`src/design/psplat_axis.sv`:
```
`timescale 1ns / 1ps
`default_nettype none
module psplat_axis (
   input  wire logic               clock,
   input  wire logic               enable,
   input  wire logic signed [48:0] n,
   input  wire logic [12:0]        size,
   output logic [11:0]             pix,
   output logic                    ok
);
   logic signed [63:0] t0_ff;
   logic signed [63:0] t;
   logic signed [63:0] q;
   logic signed [63:0] n_ext;
   logic signed [63:0] size_ext;
   logic [11:0]        pix_ff;
   logic               ok_ff;

   // operands widened first so that the product keeps every bit
   assign n_ext    = 64'(n) + 64'sd65536;
   assign size_ext = $signed({51'd0, size});
   assign t = t0_ff + 64'sd65536;
   assign q = t >>> 17;

   always_ff @(posedge clock) begin
      if (enable) begin
         t0_ff  <= n_ext * size_ext;
         // truncation toward zero: a small negative value lands on 0
         ok_ff  <= !(t <= -64'sd131072) && (t[63] || q < $signed({51'd0, size}));
         pix_ff <= t[63] ? 12'd0 : q[11:0];
      end
   end

   assign pix = pix_ff;
   assign ok  = ok_ff;
endmodule
`default_nettype wire
```
`config.mk`:
```
export PLATFORM = sky130hd
export DESIGN_NAME = psplat_axis
export DESIGN_NICKNAME = d
export VERILOG_FILES = /design/src/design/psplat_axis.sv
export SDC_FILE = /design/constraint.sdc
export NUM_CORES = 2
export LEC_CHECK = 0
export ABC_AREA = 1
export BUFFER_PORTS_ARGS = -buffer_cell sky130_fd_sc_hd__buf_2
export CORE_ASPECT_RATIO = 1.75
export CORE_MARGIN = 2
export CORE_UTILIZATION = 31
export DETAILED_ROUTE_END_ITERATION = 10
export SLEW_MARGIN = 20
export SYNTH_ARGS = -nofsm -noshare
export SYNTH_HDL_FRONTEND = slang
export SYNTH_SLANG_ARGS = --single-unit
```
`constraint.sdc`:
```
create_clock -name clock -period 19 [get_ports clock]
set_input_delay 0 -clock clock [delete_from_list [all_inputs] [get_ports clock]]
set_output_delay 0 -clock clock [all_outputs]
set_load 0.01 [all_outputs]
```
# --- After elaboration in Yosys (flattened, before gate mapping) ---
# Index checks and enable logic that the tools add are counted.
word_totals:
  in_bits: 64
  word_cells: 11
  regBits: 77
op_classes:
  reduce_logical: 3
  multipliers: 1
  order_cmp: 2
  addsub: 2
ops:
  columns: ["op", "count"]
  rows:
  - ["$add A64 B18 Y64 const B", 1]
  - ["$le A64 B18 Y1 const B", 1]
  - ["$mul A50 B14 Y64", 1]
  - ["$add A49 B18 Y50 const B", 1]
  - ["$lt A47 B14 Y1", 1]
  - ["$logic_and A1 B1 Y1", 1]
  - ["$logic_not A1 Y1", 1]
  - ["$logic_or A1 B1 Y1", 1]

# --- Longest topological paths before layout ---
depth:
  ltp_word: 4
  mapped_depth: 35

# --- Worst setup path before layout ---
# No wires, ideal clock.
synth_path:
  path_kind: "input to register"
  from: "input n[16]"
  to: "register t0_ff[58] (data pin)"
  setup_ns: 0.252
  path_slack_ns: 12.556
  cell_stages: 34
  path_buffers: 0
  arrival_time_ns: 6.192
  cell_sequence: "ha_1 nand3_1 nor2_1 nand2_1 inv_2 nand3_1 nor3_2 nand2_1 nor2_1 nand4_2 nand2_1 nor2_1 fa_1 inv_1 fa_1 inv_1 fa_1 fa_1 fa_1 inv_1 fa_1 inv_1 ha_1 nand2_1 nor2_1 inv_1 nor4_1 nand3_1 nand3_1 nand2_1 nand2_1 nand2_1 nand3_1 nand2_1"
synth_between:
  elab_chain_cells: 2
synth_rtl:
  columns: ["item", "line", "rtl"]
  rows:
  - ["from (decl)", "6", "input wire logic signed [48:0] n,"]
  - ["$add A49 B18 Y50", "20", "assign n_ext = 64'(n) + 64'sd65536;"]
  - ["$mul A50 B14 Y64", "27", "t0_ff <= n_ext * size_ext;"]
  - ["to (signal assigned)", "27", null]
  - ["to (decl)", "11", "logic signed [63:0] t0_ff;"]
# No other way between the ends.
# A chain may end at the register's enable or synchronous reset.

# --- Final worst setup path ---
layout_path:
  from: "input n[16]"
  to: "register t0_ff[55] (data pin)"
# The elaborated chain is that of the path after synthesis.

==> out/results.txt <==
crit path capture type: flip-flop
Worst-Margin Slew: 1.08 ns
Detailed Routing Iterations Pass 1: 6
Post-Place Worst Slack: 10.47 ns
Clk Latency, worst-skew pair: 0.37 ns
status: completed
Compound-Gate Fraction of Synth Area: 4.17%
Syn Inst Count: 3677
post-synthesis sequential area ratio: 8.27%
most frequent cells in the layout: inv_1 (926), nand2_1 (858), fa_1 (576), nor2_1 (444), ha_1 (157)
Worst slew margin: 27.9%
MaxCap Viol Count: 0
antenna viol nets, final: 0
wire per inst: 18.6 µm
minimum clock period: 8.21 ns
Starting Density: 31.3%
GRT Total Usage: 20.2%
DR vias: 23400
Final Max Slew Viols: 0
Distinct cells, synth: 50
post-DR vias/cell: 4.80
cts bufs inserted: 9
commonest non-fill, non-tap cell in the layout: inv_1
largest net degree at the start of global routing: 78
routed wire length: 90.4 mm
initial antenna violation count: 2
total gr overflow: 0
RSZ-0062 raised after global routing: false
Synth Area in Adders: 48.3%
gpl congestion: 0.947
largest family of logic cells by synthesized area: adder cells
H-tree depth: 3
Most used DFF post-synth: edfxtp_1
Root Buffer Master: clkbuf_16
CP max FO: 9
DP Area: 29600 µm²
Mapped Nets: 4474
vias in the first global route: 25800
CP Data Required Time: 19.13 ns
Hold Buf Count CTS: 0
crit start category: input pin
Avg Cell Area, Syn: 7.60 µm²
mux cell area share after synthesis: 0%
fmax: 122 MHz
Clock Sinks: 77
FFs w/ async S/R, synth: 0%
cell taking the most area after synthesis: fa_1
hpwl dp: 76.5 mm
Worst path max stage delay: 0.59 ns
CP top delay family: adder cells
Area contributors post-synth: fa_1 (41%), inv_1 (12%), nand2_1 (12%)
I/O Buffers: 76
Synth Area in XOR/XNOR: 2.63%
Min-Delay Path Class: in2reg
Worst-path clk slew: 0.06 ns
Die Ht: 401 µm
layout cell share with drive strength beyond 1: 5.14%
critical path buffer and inverter count: 8
global-route wire length before repair: 143 mm
core area: 89300 µm²
CTS tree: built
final worst setup slack: 10.79 ns
Die W: 231 µm
postcts setup bufs: 0
Yosys warning count: 0
die area: 92700 µm²
final setup fails: 0
drt initial violations: 1207
worst hold start: n[0]
Crit. Startpoint: n[16]
kind of critical path: in2reg
fin crit share: 43.2%
crit path DAT: 8.33 ns
DRC violation count after routing: 0
Post-Route Setup TNS: 0 ns
number of synthesized register bits: 77
post-synthesis simple-gate area fraction: 22.7%
post_cts resized: 0
fin nets: 4489
Final Hold Viols: 0
Post-synth EDFFs: 77
Final Cell Area: 29900 µm²
Synth Cell Area: 28000 µm²
I/O pin cnt: 77
share of the synthesized area in the top cell type: 41.2%
clock tree buffer depth: 2
ANT cells: 0
area delta synth->final: 6.96%
Layout Skew: 0.00951 ns
FP Rows: 145
Worst path slowest cell: xor2_1
r2r startpoint: t0_ff[16]$_DFFE_PP_
[path summary, 6_finish.rpt]
kind	slack, ns	depth (start not counted)	to
max	10.79	31	t0_ff[55]$_DFFE_PP_
min	0.13	3	t0_ff[0]$_DFFE_PP_
max reg2reg	15.41	16	ok$_DFFE_PP_
min reg2reg	0.77	2	pix[6]$_SDFFCE_PN0P_
[kinds of logic (layout without fill, tap and decap cells)]
kind of cell,count (synthesis),in the layout
buffers and inverters,1034,1054
AO/OA/AOI/OAI,206,206
XOR/XNOR,81,81
adder cells (fa/ha/maj),733,733
AND/OR/NAND/NOR,1546,1546
flip-flops,77,77
[per-layer routing]
metal | global-route usage, % | routed length, µm | vias up
met1 | 20.9 | 31800 | 11700
met5 | 0 | 0 | -
met3 | 1.65 | 3170 | 253
li1 | - | - | 10800
met2 | 39.2 | 49400 | 671
met4 | 11.3 | 6130 | 0
[stage by stage]
stage,util (%),hold WS (ns),std cells
after global placement,33.2,0.419,4857
after CTS,33.5,0.113,4873
final,33.5,0.129,4873
after detailed placement,33.2,0.420,4857
after floorplan,-,0.112,3677
after global routing,33.5,0.150,4873
[registers in the layout (all words and copies together), names as in the netlist]
register and count:
pix 12, t0_ff 64, ok 1
[worst min-delay path: cells and delay by family]
family,cells,cell delay [ns]
buf+inv,2,0.23
simple gates,1,0.10
[area by class of cell]
type	instances	area, µm²
clock inverters	7	81.3
repair buffers	93	510
well taps	1176	1470
inverters	945	3550
flip-flops and latches	77	2310
multi-input cells	2566	21700
fillers	9686	59400
clock buffers	9	225
[Yosys cell counts (2+ instances only)]
library cell,count
a21o_1,13
a21oi_1,90
a221oi_1,3
a31o_2,2
a31oi_1,16
buf_1,16
buf_2,2
clkbuf_1,70
clkinv_1,3
edfxtp_1,77
fa_1,576
ha_1,157
inv_1,926
inv_2,14
nand2_1,858
nand2_2,17
nand3_1,92
nand3_2,3
nand3b_1,2
nand4_1,36
nor2_1,444
nor2_2,14
nor2_4,5
nor3_1,36
nor3_2,4
nor3_4,2
nor4_1,13
o211ai_1,6
o21ai_0,57
o21bai_1,14
or2_2,13
xnor2_1,26
xor2_1,53
Power is not shown: default switching activity piles up to over one toggle a cycle in this logic, so the estimate is an artifact.
